--- src/rtl/sge_pkg.sv ---
// ----------------------------------------------------------------------------
// sge_pkg
// Shared types, constants and helpers of the RGB to gray Sobel edge block.
// ----------------------------------------------------------------------------
package sge_pkg;

  // Field widths
  localparam int unsigned PIX_W = 8;
  localparam int unsigned ROW_W = 11;
  localparam int unsigned CFG_W = 12;
  localparam int unsigned MAX_HEIGHT = 2048;

  // BT.709 weights in 8-bit fixed point
  localparam int unsigned GRAY_R_W = 54;
  localparam int unsigned GRAY_G_W = 183;
  localparam int unsigned GRAY_B_W = 18;

  // Result queue between front and back
  localparam int unsigned QDEPTH = 4;
  localparam int unsigned QPTR_W = 2;
  localparam int unsigned QCNT_W = 3;

  // Configuration register indexes
  localparam logic [1:0] CFG_FRAME_WIDTH = 2'd0;
  localparam logic [1:0] CFG_FRAME_HEIGHT = 2'd1;

  // One queue entry: the result of one pixel, plus an optional right border beat
  typedef struct packed {
    logic [ROW_W-1:0] row;
    logic [ROW_W-1:0] col;
    logic [ROW_W-1:0] second_col;
    logic [PIX_W-1:0] mag;
    logic             dual;
    logic             done;
  } sge_entry_t;

  // Output beat sequencer state
  typedef enum logic {
    BEAT_FIRST,
    BEAT_SECOND
  } beat_e;

  // Clamp a size register to [3, hi] and return the last index
  function automatic int unsigned last_index(logic [CFG_W-1:0] value, int unsigned hi);
    int unsigned v;
    v = 32'(value);
    if (v < 3) v = 3;
    if (v > hi) v = hi;
    return v - 1;
  endfunction

endpackage

--- src/rtl/sge_fifo.sv ---
// ----------------------------------------------------------------------------
// sge_fifo
// Short show-ahead queue of result entries between the front and the back.
// ----------------------------------------------------------------------------
module sge_fifo (
  input  logic                clk_i,
  input  logic                rst_ni,
  input  logic                push_i,
  input  sge_pkg::sge_entry_t entry_i,
  input  logic                pop_i,
  output logic                valid_o,
  output sge_pkg::sge_entry_t entry_o
);
  import sge_pkg::*;

  sge_entry_t        mem_q [QDEPTH];
  logic [QPTR_W-1:0] wr_ptr_q, wr_ptr_d;
  logic [QPTR_W-1:0] rd_ptr_q, rd_ptr_d;
  logic [QCNT_W-1:0] count_q, count_d;

  // Advance pointers and occupancy
  always_comb begin
    wr_ptr_d = wr_ptr_q + QPTR_W'(push_i);
    rd_ptr_d = rd_ptr_q + QPTR_W'(pop_i);
    count_d  = count_q + QCNT_W'(push_i) - QCNT_W'(pop_i);
  end

  always_ff @(posedge clk_i or negedge rst_ni) begin
    if (!rst_ni) begin
      wr_ptr_q <= '0;
      rd_ptr_q <= '0;
      count_q  <= '0;
    end else begin
      wr_ptr_q <= wr_ptr_d;
      rd_ptr_q <= rd_ptr_d;
      count_q  <= count_d;
    end
  end

  // Store entries
  always_ff @(posedge clk_i) begin
    if (push_i) begin
      mem_q[wr_ptr_q] <= entry_i;
    end
  end

  assign valid_o = (count_q != '0);
  assign entry_o = mem_q[rd_ptr_q];

endmodule

--- config.mk ---
export PLATFORM = sky130hd
export DESIGN_NAME = sge_fifo
export DESIGN_NICKNAME = d
export VERILOG_FILES = /design/src/rtl/sge_pkg.sv /design/src/rtl/sge_fifo.sv
export SDC_FILE = /design/constraint.sdc
export NUM_CORES = 1
export LEC_CHECK = 0
export BUFFER_PORTS_ARGS = -buffer_cell sky130_fd_sc_hd__buf_2
export CAP_MARGIN = 10
export CORE_MARGIN = 10
export CORE_UTILIZATION = 31
export DETAILED_ROUTE_END_ITERATION = 10
export SLEW_MARGIN = 25
export SYNTH_ARGS = -nofsm -noshare
export SYNTH_HDL_FRONTEND = slang
export SYNTH_SLANG_ARGS = --single-unit
--- constraint.sdc ---
create_clock -name clk_i -period 10.3 [get_ports clk_i]
set_input_delay 2.06 -clock clk_i [delete_from_list [all_inputs] [get_ports clk_i]]
set_output_delay 2.06 -clock clk_i [all_outputs]
set_load 0.01 [all_outputs]
==> impl_metrics.py <==
metrics = {
    "global_routing": {
        "antenna_found_initial": 1,
        "grt_pass1_wl_um": 19700,
        "grt_use_total_pct": 9.31,
        "grt_pass1_vias": 3371,
        "grt_max_degree": 45,
        "gr-total-overflow": 0,
    },
    "critical_path": {
        "crit_required_ns": 8.24,
        "worst_setup_path_start_kind": "register",
        "r2r_cells": 2,
        "critPathMaxFanout": 28,
        "crit_path_cell_trace": "buf_16 -> mux4_1 -> buf_2",
        "crit_path_end": "entry_o[0]",
        "crit_start": "rd_ptr_q[0]$_DFF_PN0_",
        "r2r_slack_ns": 8.38,
        "worst_path_max_delay_cell": "dfrtp_4",
        "setup.worst_path.end_class": "output port",
        "critPathMaxStageDelay_ns": 0.66,
        "worstReg2RegStart": "wr_ptr_q[1]$_DFF_PN0_",
        "critPathArrivalTime_ns": 2.13,
        "rr_endpoint": "mem_q[1][27]$_DFFE_PP_",
        "critPathKind": "register to output port",
    },
    "place": {
        "dp_cells": 608,
        "dp_hpwl_um": 7560,
        "place_congestion": 0.681,
        "place_ws_ns": 6.29,
        "placed_area_mm2": 0.00732,
        "portBuffers": 90,
    },
    "floorplan": {
        "die_w_um": 166,
        "start_util_pct": 31.5,
        "dieHeight_um": 166,
        "core-area_mm2": 0.0210,
        "std_cell_rows": 53,
        "io_pins": 91,
        "die-area_mm2": 0.0275,
    },
    "synthesis": {
        "syn_area_per_cell_um2": 26.5,
        "yosys_warnings": 0,
        "synthesis.nets": 301,
        "yosys-top-cells-count": "edfxtp_1 (172), mux4_2 (40), dfrtp_1 (7), buf_2 (5)",
        "yosys.area_share.simple_pct": 0.569,
        "synth.ff_latch_count": 179,
        "yosys.cell_count.top_type": "edfxtp_1",
        "synth_compound_area_share_pct": 0,
        "synth_cell_type_count": 16,
        "synth_area_leaders": "edfxtp_1 (78%), mux4_2 (14%), dfrtp_1 (2.7%)",
        "synth_xor_area_share_pct": 0.626,
        "synth_top_area_share_pct": 78.3,
        "syn_inst": 249,
        "synth_top_family_by_area": "multiplexers",
        "synthesis.area_mm2": 0.00660,
        "synth_adder_area_share_pct": 1.06,
        "synth_edf_count": 172,
        "async_flop_share_pct": 3.91,
        "synth_mux_area_share_pct": 14.8,
        "synth.largest_area_cell": "edfxtp_1",
        "synthFlopType": "edfxtp_1",
        "seq_area_frac_synth_pct": 80.9,
    },
    "timing": {
        "fmax_ghz": 0.239,
        "slew_headroom_pct": 51.4,
        "fin_ws_ns": 6.11,
        "fin_crit_ns": 4.19,
        "finalClockSkew_ns": 0.00954,
        "setup_tns_ns": 0,
        "setup_viol": 0,
        "finalCritPeriodShare_pct": 40.7,
        "worst_slew_pin_slew_ns": 0.728,
        "final_max_slew_viol_count": 0,
        "finalHoldViolCount": 0,
        "rsz0062_at_grt": "false",
    },
    "finish": {
        "syn_to_final_growth_pct": 19.6,
        "diodes": 0,
        "finalCoreUtilization_pct": 37.7,
        "fin_cells": 641,
        "nets": 405,
        "fin_area_mm2": 0.00789,
        "drive_gt1_share_pct": 46.4,
        "fillerInstances": 1961,
    },
    "clock_tree": {
        "clk_path_buf_depth": 2,
        "path_clk_slew_ns": 0.06,
        "cts-root-buf": "clkbuf_16",
        "cts_buffers": 17,
        "cts_max_level": 4,
        "cts_resized": 0,
        "post-cts-setup-buffers": 0,
        "cts_tree": "yes",
        "clk_latency_ns": 0.41,
        "cts_sinks": 179,
        "ctsHoldBuffers": 0,
    },
    "route": {
        "vias": 2899,
        "drc": 0,
        "viasPerCell": 4.52,
        "dr.pass1.iters": 4,
        "routedWlPerCell_um": 19.3,
        "drt-total-wl_um": 12400,
        "drt_iter0_markers": 153,
        "ant_nets": 0,
    },
    "status": {
        "outcome": "finished clean",
    },
    "pwr": {
        "pwr_density_cell_mw_per_mm2": 281,
        "ir_worst_vdd_mv": 0.124,
        "p_leak_nw": 2.70,
    },
    "hold_path": {
        "hp-class": "register to register",
        "min_from": "wr_ptr_q[1]$_DFF_PN0_",
    },
    "job": {
        "maxCapViolCount": 0,
    },
}
## registers in the layout (all words and copies together) (netlist names)
register / flops
mem_q: 172
count_q: 3
rd_ptr_q: 2
wr_ptr_q: 2
## power by group
part	switching (W)	internal (W)	total [W]
registers	0.0000945	0.000960	0.00105
clock network	0.000258	0.000332	0.000590
logic	0.000281	0.000292	0.000573
## metal layers
layer | global-route usage [%] | wire [µm] | share of wire, %
met1 | 10.9 | 5190 | 42
met2 | 15.3 | 6360 | 52
met3 | 3.64 | 666 | 5.4
met4 | 3.12 | 120 | 0.97
met5 | 0 | 13 | 0.11
## critical path, delay by kind of cell, from the launching register on
kind | cells | cell delay [ns]
buf+inv | 2 | 0.43
flops | 1 | 0.66
mux | 1 | 0.58
## cell families (layout without fill, tap and decap cells)
group                      count (synthesis)  in the layout
DFF                                      179            179
muxes                                     43             43
buffers and inverters                     14            131
adders and majority gates                  5              5
and+or+nand+nor                            5              5
xor gates and xnor gates                   3              3
## worst min-delay path by stage
stage | depth (start not counted) | slack, ns | endpoint
finish | 1 | 0.55 | wr_ptr_q[1]$_DFF_PN0_
global route | 1 | 0.59 | wr_ptr_q[1]$_DFF_PN0_
CTS | 1 | 0.55 | wr_ptr_q[1]$_DFF_PN0_
detailed placement | 1 | 0.54 | wr_ptr_q[1]$_DFF_PN0_
global placement | 1 | 0.51 | wr_ptr_q[1]$_DFF_PN0_
floorplan | 1 | 0.48 | wr_ptr_q[1]$_DFF_PN0_
## per-stage QoR
stage	hold WS, ns	total power [W]
floorplan	0.480	0.00145
global placement	0.508	0.00164
detailed placement	0.539	0.00166
CTS	0.550	0.00226
global route	0.589	0.00235
finish	0.548	0.00222
## layout make-up
cell class / instances / area, µm² / area share (%)
clock buffer: 19 / 433 / 5.48
timing repair buffer: 95 / 508 / 6.44
sequential: 179 / 5350 / 67.7
multi-input combinational: 56 / 1140 / 14.4
inverter: 4 / 15.0 / 0.190
clock inverter: 13 / 109 / 1.38
tap: 275 / 344 / 4.36
## layout by cell type (no fill, tap or decap)
| cell | instances |
|---|---|
| edfxtp_1 | 172 |
| buf_2 | 90 |
| mux4_2 | 40 |
| clkbuf_16 | 17 |
| clkinv_2 | 5 |
| dfrtp_1 | 5 |
| inv_1 | 4 |
| ha_1 | 4 |
| buf_4 | 4 |
| mux4_1 | 3 |
| inv_6 | 3 |
| xor2_1 | 2 |
| and3b_2 | 2 |
| clkbuf_1 | 2 |
| clkinvlp_4 | 2 |
| dfrtp_4 | 2 |
| xor3_1 | 1 |
| nor3b_2 | 1 |
| or3_1 | 1 |
| and3_2 | 1 |
| fa_1 | 1 |
| clkinv_1 | 1 |
| bufinv_16 | 1 |
| clkinv_4 | 1 |
| buf_16 | 1 |
Power figures use the tool's default switching activity.
