## src/rtl/sge_pkg.sv

```systemverilog
// ----------------------------------------------------------------------------
// sge_pkg
// Shared types, constants and helpers of the RGB to gray Sobel edge block.
// ----------------------------------------------------------------------------
package sge_pkg;

  // Field widths
  localparam int unsigned PIX_W = 8;
  localparam int unsigned ROW_W = 11;
  localparam int unsigned CFG_W = 12;
  localparam int unsigned MAX_HEIGHT = 2048;

  // BT.709 weights in 8-bit fixed point
  localparam int unsigned GRAY_R_W = 54;
  localparam int unsigned GRAY_G_W = 183;
  localparam int unsigned GRAY_B_W = 18;

  // Result queue between front and back
  localparam int unsigned QDEPTH = 4;
  localparam int unsigned QPTR_W = 2;
  localparam int unsigned QCNT_W = 3;

  // Configuration register indexes
  localparam logic [1:0] CFG_FRAME_WIDTH = 2'd0;
  localparam logic [1:0] CFG_FRAME_HEIGHT = 2'd1;

  // One queue entry: the result of one pixel, plus an optional right border beat
  typedef struct packed {
    logic [ROW_W-1:0] row;
    logic [ROW_W-1:0] col;
    logic [ROW_W-1:0] second_col;
    logic [PIX_W-1:0] mag;
    logic             dual;
    logic             done;
  } sge_entry_t;

  // Output beat sequencer state
  typedef enum logic {
    BEAT_FIRST,
    BEAT_SECOND
  } beat_e;

  // Clamp a size register to [3, hi] and return the last index
  function automatic int unsigned last_index(logic [CFG_W-1:0] value, int unsigned hi);
    int unsigned v;
    v = 32'(value);
    if (v < 3) v = 3;
    if (v > hi) v = hi;
    return v - 1;
  endfunction

endpackage

```

## src/rtl/sge_back.sv

```systemverilog
// ----------------------------------------------------------------------------
// sge_back
// Result sender: emits each queue entry as one beat, or two beats when the
// pixel closes a row and the right border result follows.
// ----------------------------------------------------------------------------
module sge_back (
  input  logic                      clk_i,
  input  logic                      rst_ni,
  input  logic                      head_valid_i,
  input  sge_pkg::sge_entry_t       head_i,
  output logic                      pop_o,
  output logic                      out_valid_o,
  input  logic                      out_stall_i,
  output logic [sge_pkg::ROW_W-1:0] out_row_o,
  output logic [sge_pkg::ROW_W-1:0] out_col_o,
  output logic [sge_pkg::PIX_W-1:0] magnitude_o,
  output logic                      frame_done_o
);
  import sge_pkg::*;

  beat_e state_q, state_d;
  logic  beat_taken;

  assign out_valid_o = head_valid_i;
  assign beat_taken  = head_valid_i && !out_stall_i;
  assign out_row_o   = head_i.row;

  always_ff @(posedge clk_i or negedge rst_ni) begin
    if (!rst_ni) begin
      state_q <= BEAT_FIRST;
    end else begin
      state_q <= state_d;
    end
  end

  // Select the beat and advance
  always_comb begin
    state_d      = state_q;
    pop_o        = 1'b0;
    out_col_o    = head_i.col;
    magnitude_o  = head_i.mag;
    frame_done_o = 1'b0;
    case (state_q)
      BEAT_FIRST: begin
        if (beat_taken) begin
          if (head_i.dual) begin
            state_d = BEAT_SECOND;
          end else begin
            pop_o = 1'b1;
          end
        end
      end
      BEAT_SECOND: begin
        out_col_o    = head_i.second_col;
        magnitude_o  = '0;
        frame_done_o = head_i.done;
        if (beat_taken) begin
          pop_o   = 1'b1;
          state_d = BEAT_FIRST;
        end
      end
      default: begin
        state_d = BEAT_FIRST;
      end
    endcase
  end

endmodule

```

## config.mk

```make
export PLATFORM = sky130hd
export DESIGN_NAME = sge_back
export DESIGN_NICKNAME = d
export VERILOG_FILES = /design/src/rtl/sge_pkg.sv /design/src/rtl/sge_back.sv
export SDC_FILE = /design/constraint.sdc
export NUM_CORES = 1
export LEC_CHECK = 0
export BUFFER_PORTS_ARGS = -buffer_cell sky130_fd_sc_hd__buf_2
export CAP_MARGIN = 20
export CELL_PAD_IN_SITES_DETAIL_PLACEMENT = 0
export CELL_PAD_IN_SITES_GLOBAL_PLACEMENT = 1
export CORE_MARGIN = 3
export CORE_UTILIZATION = 14
export CTS_CLUSTER_DIAMETER = 120
export DETAILED_ROUTE_END_ITERATION = 16
export HOLD_SLACK_MARGIN = 0.05
export PLACE_DENSITY_LB_ADDON = 0.1
export SYNTH_ARGS = -nofsm -noshare
export SYNTH_HDL_FRONTEND = slang
export SYNTH_SLANG_ARGS = --single-unit
```

## constraint.sdc

```tcl
create_clock -name clk_i -period 1.75 [get_ports clk_i]
set_input_delay 0.175 -clock clk_i [delete_from_list [all_inputs] [get_ports clk_i]]
set_output_delay 0.175 -clock clk_i [all_outputs]
set_load 0.01 [all_outputs]
```

==> flow_summary.yaml, run 1 <==
sta:
  drv_slew: 0
  whs_ps: 350
  final_hold_viol_count: 0
  setup-violations-final: 0
  clock.fmax_ghz: 0.844
  layout_setup_ws_ps: 565
  finalCritPeriodShare_pct: 67.7
  relSlewSlack_pct: 88.0
  period_minus_slack_ps: 1180
  tns_ps: 0
  rsz0062_at_grt: "no"
  finClkSkew_ps: 0
  tightest_slew_ps: 180
clock_network:
  clk_latency_ps: 0
  postCtsSetupRepairBufs: 0
  clk_transition_reported_paths_ps: 0
grt:
  grt_pass1_wl_um: 1660
  grt_usage_pct: 5.94
  grt_max_degree: 13
  overflow: 0
  grt_pass1_vias: 414
  antenna_found_initial: 0
final_layout:
  top_register: "state_q"
  multiInputGateArea_um2: 248
  area_delta_synth_final_pct: 63.7
  antenna_cells: 0
  seqCellArea_um2: 25.0
  drive_above_1_share_pct: 83.5
  largest_reg_flops: 1
  nets: 134
  top_regs: "state_q: 1 flops"
  fillCellCount: 291
routing:
  routed_wl_um: 1230
  highest_layer: "met4"
  drc_errors: 0
  m1WireLength_um: 390
  via_per_inst: 4.00
  wl_met2_um: 474
  postRouteAntennaNets: 0
  drtIter0Drc: 13
  wl_per_cell_um: 10.7
  firstDrtPassIters: 2
  vias: 460
  route.met3.wl_um: 346
critical_path:
  worstSetupPathType: "reg -> out"
  r2r-start: "state_q"
  end_kind: "output pin"
  required_ps: 1570
  slowest_delay_ps: 330
  arrival_ps: 1010
  timing.rr.end: "state_q"
  crit_chain: "buf_4 > mux2_4 > buf_2"
  path_max_fanout: 10
  worst-r2r-setup-slack_ps: 790
  start_kind: "flop"
  cp_slowest_cell: "dfrtp_1"
  r2r_cells: 3
placed_design:
  portBuffers: 57
  dp_hpwl_um: 1140
  dp_slack_ps: 551
  place.gp.congestion: 0.683
floorplan:
  num_rows: 18
  core_area_um2: 2520
  ios: 80
  dieArea_um2: 3370
  die_w_um: 58.0
  die_h_um: 58.0
  start_util_pct: 15.0
synthesis:
  syn_inst: 39
  syn_avg_cell_area_um2: 9.72
  synth_top_area_cell: "mux2_4"
  synthDistinctLibCells: 8
  synth_top_area_share_pct: 39.6
  ys_ff_latch: 1
  synth_area_um2: 379
  ys_seq_area_share_pct: 6.60
  yosys-top-cells-area: "mux2_4 40%, buf_4 24%, nor2b_1 18%"
  ys_warn_count: 0
  synth_nets: 86
power:
  p_per_area_nw_per_um2: 565
  clkPwrFrac_pct: 0
  p_switching_w: 0.000141
  switching_share_pct: 40.1
  p_comb_share_pct: 90.9
  internal_power_w: 0.000210
  ir_worst_vdd_mv: 0.265
  power.leakage_nw: 0.372
  power_frac_seq_pct: 9.1
hold_path:
  hold_class: "in -> out"
  hold_depth: 0
  holdPathEnd: "out_row_o[2]"
  hold_start: "head_i[34]"
outcome:
  status: "finished, final reports clean"
job:
  maxCapViolations: 0
[cell type report]
| class | count | area share (%) |
|---|---|---|
| Timing Repair Buffer | 60 | 50.0 |
| Multi-Input combinational cell | 24 | 39.9 |
| Tap cell | 30 | 6.05 |
| Sequential cell | 1 | 4.03 |
[critical path: cells and delay by family (launching register included)]
kind	cells	cell delay, ps
buffers and inverters	2	360
DFF	1	330
muxes	1	310
[through the flow]
stage          cells  util [%]  power [W]  area (um2)
2_1_floorplan     39         -   0.000261         379
5_1_grt          115      24.6   0.000378         621
3_3_place_gp     114      24.2   0.000361         611
6_report         115      24.6   0.000351         621
3_5_place_dp     114      24.2   0.000355         611
4_1_cts          115      24.6   0.000358         621
[cells in the final DEF, fill, tap and decap left out]
cell type,count
buf_4,2
dlygate4sd3_1,1
nor2b_1,11
mux2_4,10
dfrtp_1,1
buf_2,57
and2_1,1
mux2_2,2
[cells in the mapped netlist]
| master | number |
|---|---|
| mux2_2 | 2 |
| buf_2 | 1 |
| and2_1 | 1 |
| buf_4 | 12 |
| nor2b_1 | 11 |
| dfrtp_1 | 1 |
| mux2_4 | 10 |
| buf_6 | 1 |
[what timing repair did]
item	in CTS	in global routing
hold endpoints to repair	1	0
hold buffers	1	0
gates resized for setup	0	0
[worst max-delay path by stage]
stage,from,endpoint,cells after the start
2_1_floorplan,state_q,out_col_o[0],2
3_3_place_gp,state_q,out_col_o[9],3
3_5_place_dp,state_q,out_col_o[4],3
4_1_cts,state_q,out_col_o[4],3
5_1_grt,state_q,out_col_o[4],3
6_report,state_q,out_col_o[4],3
[power groups by stage]
stage | Clock, W | Combinational (W) | Sequential, W
after CTS | 0 | 0.000326 | 0.0000324
after global routing | 0 | 0.000345 | 0.0000333
final | 0 | 0.000319 | 0.0000320
after floorplan | 0 | 0.000227 | 0.0000342
after detailed placement | 0 | 0.000323 | 0.0000324
after global placement | 0 | 0.000330 | 0.0000313
[kinds of logic after synthesis]
logic type | share of synthesized area (%)
buffers and inverters | 28.1
DFF | 6.60
muxes | 45.5
and+or+nand+nor | 19.8
[routing by layer]
| layer | vias to the layer above | track usage (%) |
|---|---|---|
| li1 | 207 | - |
| met1 | 184 | 5.98 |
| met2 | 63 | 11.1 |
| met3 | 6 | 2.90 |
| met4 | 0 | 0.993 |
| met5 | - | 0 |
Power figures use the tool's default switching activity.
==> inputs of run 2 (changes only) <==
--- a/config.mk
+++ b/config.mk
@@ -10,7 +10,7 @@
 export CELL_PAD_IN_SITES_DETAIL_PLACEMENT = 0
 export CELL_PAD_IN_SITES_GLOBAL_PLACEMENT = 1
 export CORE_MARGIN = 3
-export CORE_UTILIZATION = 14
+export CORE_UTILIZATION = 12
 export CTS_CLUSTER_DIAMETER = 120
 export DETAILED_ROUTE_END_ITERATION = 16
 export HOLD_SLACK_MARGIN = 0.05
==> constraint.sdc (replaced) <==
create_clock -name clk_i -period 0.95 [get_ports clk_i]
set_input_delay 0.095 -clock clk_i [delete_from_list [all_inputs] [get_ports clk_i]]
set_output_delay 0.095 -clock clk_i [all_outputs]
set_load 0.01 [all_outputs]
==> run 2 against run 1 <==
The run now ends with negative setup slack left. Combinational power is 150% higher. Design area increased by 20%. Global-route usage rose by 0.90 points. Sequential power rose by 98%. Hold slack worse by 160 ps. Critical path depth did not move. Register-to-register slack got worse by 770 ps. First-iteration DRC count is 62% lower. Routed wire length increased by 13%. Setup slack lost 690 ps. Power grew 140%.
==> flow_summary.yaml, run 2 (synthesis results as in run 1) <==
critical_path:
  path_max_fanout: 11
  worstSetupPathType: "reg -> out"
  slowest_delay_ps: 380
  worst-r2r-setup-slack_ps: 20
  r2r_cells: 3
  arrival_ps: 980
  cp_slowest_cell: "dfrtp_1"
  end_kind: "output pin"
  start_kind: "flop"
  path_delay_family: "flip-flops"
  crit_chain: "buf_12 > mux2_4 > buf_6"
  cp.depth: 3
  crit_buf_inv: 2
  required_ps: 850
final_layout:
  layout.cells.non_filler: 128
  area_delta_synth_final_pct: 97.0
  fin_area_um2: 747
  fillCellCount: 304
  final_core_util_pct: 26.0
  top_regs: "state_q: 1 flops"
  final_common_cell: "buf_2"
  drive_above_1_share_pct: 86.0
  largest_reg_flops: 1
  top_register: "state_q"
  nets: 135
  final_cell_mix: "46 x buf_2, 11 x buf_6, 10 x mux2_4"
  antenna_cells: 0
routing:
  wl_per_cell_um: 10.8
  routed_wl_um: 1390
  via_per_inst: 3.50
  drc_errors: 0
  postRouteAntennaNets: 0
  firstDrtPassIters: 2
  drtIter0Drc: 5
  vias: 448
sta:
  layout_setup_ws_ps: -123
  whs_ps: 190
  finClkSkew_ps: 0
  clock.fmax_ghz: 0.932
  period_minus_slack_ps: 1070
  setup-violations-final: 20
  tns_ps: -1800
  drv_slew: 0
  rsz0062_at_grt: "yes"
  final_hold_viol_count: 0
  finalCritPeriodShare_pct: 113
  tightest_slew_ps: 145
  relSlewSlack_pct: 90.3
grt:
  met3_usage_pct: 2.70
  overflow: 0
  use_met2_pct: 13.3
  grt_use_met1_pct: 6.81
  grt_max_degree: 12
  grt_usage_pct: 6.85
  antenna_found_initial: 0
  grt_pass1_wl_um: 2240
  gr-max-usage-layer: "met2"
  grt_pass1_vias: 456
power:
  p_switching_w: 0.000303
  power.leakage_nw: 0.414
  internal_power_w: 0.000542
  power_frac_seq_pct: 7.5
  clkPwrFrac_pct: 0
  p_per_area_nw_per_um2: 1130
  switching_share_pct: 35.9
  ir_worst_vdd_mv: 0.415
  p_comb_share_pct: 92.5
floorplan:
  dieArea_um2: 3870
  die_h_um: 62.2
  ios: 80
  die_w_um: 62.2
  start_util_pct: 13.2
  num_rows: 19
  core_area_um2: 2880
job:
  maxCapViolations: 0
placed_design:
  dpl-instance-area_um2: 658
  place.gp.congestion: 0.649
  dp_cells: 127
  portBuffers: 57
hold_path:
  hold_depth: 0
  hold_class: "in -> out"
clock_network:
  postCtsSetupRepairBufs: 0
  clk_latency_ps: 0
  clk_transition_reported_paths_ps: 0
outcome:
  failed_checks: "negative setup slack"
  status: "finished with violations"
-- run 2: changes by cell type in the layout (fill, tap and decap cells not counted) --
cell,before,now
nor2b_4,0,1
buf_6,0,11
buf_2,57,46
buf_4,2,1
nor2b_2,0,1
nor2b_1,11,9
buf_12,0,2
-- run 2: path summary, 6_finish.rpt --
check,from,end
setup / recovery,state_q,out_col_o[10]
hold / removal,head_i[39],out_row_o[7]
setup reg to reg,state_q,state_q
hold reg to reg,state_q,state_q
max in group asynchronous,rst_ni,state_q
min in group asynchronous,rst_ni,state_q
-- run 2: final cells by class --
cell class                      count  area [um2]  area share, %
Tap cell                           42        52.6           7.04
Sequential cell                     1        25.0           3.35
Multi-Input combinational cell     24         258           34.5
Timing Repair Buffer               61         412           55.1
-- run 2: repair_timing --
action	4_1_cts	5_1_grt
hold buffers	1	0
resized for setup	11	2
endpoints found under the hold margin	1	0
cloned	0	0
pin swaps	0	0
endpoints found under the setup margin	21	22
-- run 2: power groups by stage --
stage / sequential, W / clock [W] / combinational (W)
after floorplan: 0.0000630 / 0 / 0.000418
after global placement: 0.0000631 / 0 / 0.000677
after detailed placement: 0.0000639 / 0 / 0.000667
after CTS: 0.0000639 / 0 / 0.000769
after global routing: 0.0000656 / 0 / 0.000837
final: 0.0000634 / 0 / 0.000782
-- run 2: per-stage QoR --
step / power, W / setup WS, ps
2_1_floorplan: 0.000481 / -10.6
3_3_place_gp: 0.000740 / -127
3_5_place_dp: 0.000730 / -132
4_1_cts: 0.000833 / -123
5_1_grt: 0.000902 / -154
6_report: 0.000845 / -123
-- run 2: metal layers --
| metal | vias to the layer above | share of wire (%) | wire length [um] |
|---|---|---|---|
| met5 | - | 0 | 0 |
| met4 | 0 | 2.2 | 30 |
| met3 | 6 | 16 | 221 |
| met2 | 50 | 50 | 690 |
| met1 | 182 | 32 | 445 |
| li1 | 210 | - | - |
-- run 2: worst reg2reg max path, delay by kind of cell, from the launching register on --
kind / cells / cell delay, ps
DFF: 1 / 370
muxes: 1 / 250
buffers and inverters: 1 / 150
and+or+nand+nor: 1 / 40
==> inputs of run 3 (changes only) <==
--- a/config.mk
+++ b/config.mk
@@ -11,10 +11,13 @@
 export CELL_PAD_IN_SITES_GLOBAL_PLACEMENT = 1
 export CORE_MARGIN = 3
 export CORE_UTILIZATION = 12
+export CTS_BUF_LIST = sky130_fd_sc_hd__clkbuf_8 sky130_fd_sc_hd__clkbuf_16
 export CTS_CLUSTER_DIAMETER = 120
 export DETAILED_ROUTE_END_ITERATION = 16
 export HOLD_SLACK_MARGIN = 0.05
 export PLACE_DENSITY_LB_ADDON = 0.1
+export REMOVE_ABC_BUFFERS = 1
+export SETUP_SLACK_MARGIN = 0.05
 export SYNTH_ARGS = -nofsm -noshare
 export SYNTH_HDL_FRONTEND = slang
 export SYNTH_SLANG_ARGS = --single-unit
==> run 3 against run 2 <==
The run still ends with negative setup slack left. Critical path type unchanged. Highest routed layer is now met3. Largest cell class unchanged. Critical endpoint is now out_col_o[0]. Critical path depth did not move. Sequential share of layout area hardly changed. Setup slack got worse by 10 ps.
==> flow_summary.yaml, run 3 (synthesis results as in run 1) <==
routing:
  routed_wl_um: 1300
  vias: 454
  drc_errors: 0
  firstDrtPassIters: 2
  via_per_inst: 3.44
  drtIter0Drc: 4
  postRouteAntennaNets: 0
  wl_per_cell_um: 9.82
power:
  switching_share_pct: 34.8
  clkPwrFrac_pct: 0
  power_frac_seq_pct: 7.8
  p_per_area_nw_per_um2: 1150
  internal_power_w: 0.000594
  p_comb_share_pct: 92.2
  p_switching_w: 0.000317
  power.leakage_nw: 0.442
  ir_worst_vdd_mv: 0.434
placed_design:
  portBuffers: 57
  dp_cells: 129
  place.gp.congestion: 0.643
  dp_hpwl_um: 1180
  dp_slack_ps: -166
  dpl-instance-area_um2: 648
sta:
  rsz0062_at_grt: "yes"
  finalCritPeriodShare_pct: 114
  drv_slew: 0
  clock.fmax_ghz: 0.923
  tns_ps: -2010
  layout_setup_ws_ps: -133
  relSlewSlack_pct: 89.7
  final_hold_viol_count: 0
  setup-violations-final: 22
  finClkSkew_ps: 0
  period_minus_slack_ps: 1080
  tightest_slew_ps: 155
final_layout:
  top_register: "state_q"
  final_cell_mix: "45 x buf_2, 18 x buf_6, 11 x mux2_4"
  antenna_cells: 0
  largest_reg_flops: 1
  drive_above_1_share_pct: 87.8
  layout.cells.non_filler: 132
  fin_area_um2: 791
  top_regs: "state_q: 1 flops"
  area_delta_synth_final_pct: 109
  final_core_util_pct: 27.5
  nets: 139
  final_common_cell: "buf_2"
critical_path:
  start_kind: "flop"
  r2r_cells: 3
  worstSetupPathType: "reg -> out"
  arrival_ps: 990
  end_kind: "output pin"
  r2r-start: "state_q"
  timing.rr.end: "state_q"
  worst-r2r-setup-slack_ps: -100
  required_ps: 850
  path_max_fanout: 6
clock_network:
  clk_latency_ps: 0
  clk_transition_reported_paths_ps: 0
grt:
  met3_usage_pct: 3.42
  use_met2_pct: 12.6
  grt_pass1_wl_um: 2090
  grt_usage_pct: 6.17
  grt_max_degree: 8
  grt_use_met1_pct: 5.51
  antenna_found_initial: 0
  grt_pass1_vias: 489
  overflow: 0
  gr-max-usage-layer: "met2"
hold_path:
  hold_start: "head_i[32]"
  hold_depth: 0
  holdPathEnd: "out_row_o[0]"
  hold_class: "in -> out"
floorplan:
  ios: 80
  core_area_um2: 2880
  num_rows: 19
  die_w_um: 62.2
  die_h_um: 62.2
  start_util_pct: 13.2
  dieArea_um2: 3870
outcome:
  status: "finished with violations"
  failed_checks: "negative setup slack"
job:
  maxCapViolations: 0
-- run 3: layout make-up --
type / instances / area [um2]
Fill cell: 323 / 2090
Multi-Input combinational cell: 24 / 267
Sequential cell: 1 / 26.3
Tap cell: 42 / 52.6
Timing Repair Buffer: 65 / 445
-- run 3: worst max path at each step --
stage / cells after the start / to / slack [ps] / start
final: 3 / out_col_o[0] / -130 / state_q
after global routing: 3 / out_col_o[6] / -160 / state_q
after CTS: 3 / out_col_o[0] / -140 / state_q
after detailed placement: 3 / out_col_o[9] / -170 / state_q
after global placement: 3 / out_col_o[9] / -140 / state_q
after floorplan: 1 / out_col_o[8] / -360 / state_q
-- run 3: layer usage --
| metal | vias up | wire length, um |
|---|---|---|
| li1 | 218 | - |
| met5 | - | 0 |
| met1 | 204 | 365 |
| met4 | 0 | 0 |
| met3 | 0 | 159 |
| met2 | 32 | 772 |
-- run 3: power groups by stage --
stage,Sequential (W),Clock (W),Combinational [W]
detailed placement,0.0000647,0,0.000636
finish,0.0000713,0,0.000840
global route,0.0000743,0,0.000900
floorplan,0.000116,0,0.000286
CTS,0.0000722,0,0.000827
global placement,0.0000621,0,0.000644
-- run 3: worst max-delay path, cell delays in order (launching register included) --
cell and delay [ps]:
dfrtp_2 420, buf_6 150, mux2_4 300, buf_6 120
-- run 3: per-stage QoR --
step	total power, W	hold WS [ps]
2_1_floorplan	0.000402	-201
3_3_place_gp	0.000706	-127
3_5_place_dp	0.000701	-129
4_1_cts	0.000900	190
5_1_grt	0.000975	190
6_report	0.000911	190
-- run 3: timing repair --
item | in CTS | in global routing
gates resized for setup | 20 | 5
hold endpoints to repair | 1 | 0
hold buffers | 1 | 0
pin swaps | 0 | 0
setup buffers | 2 | 1
gates cloned | 0 | 0
setup endpoints to repair | 20 | 22
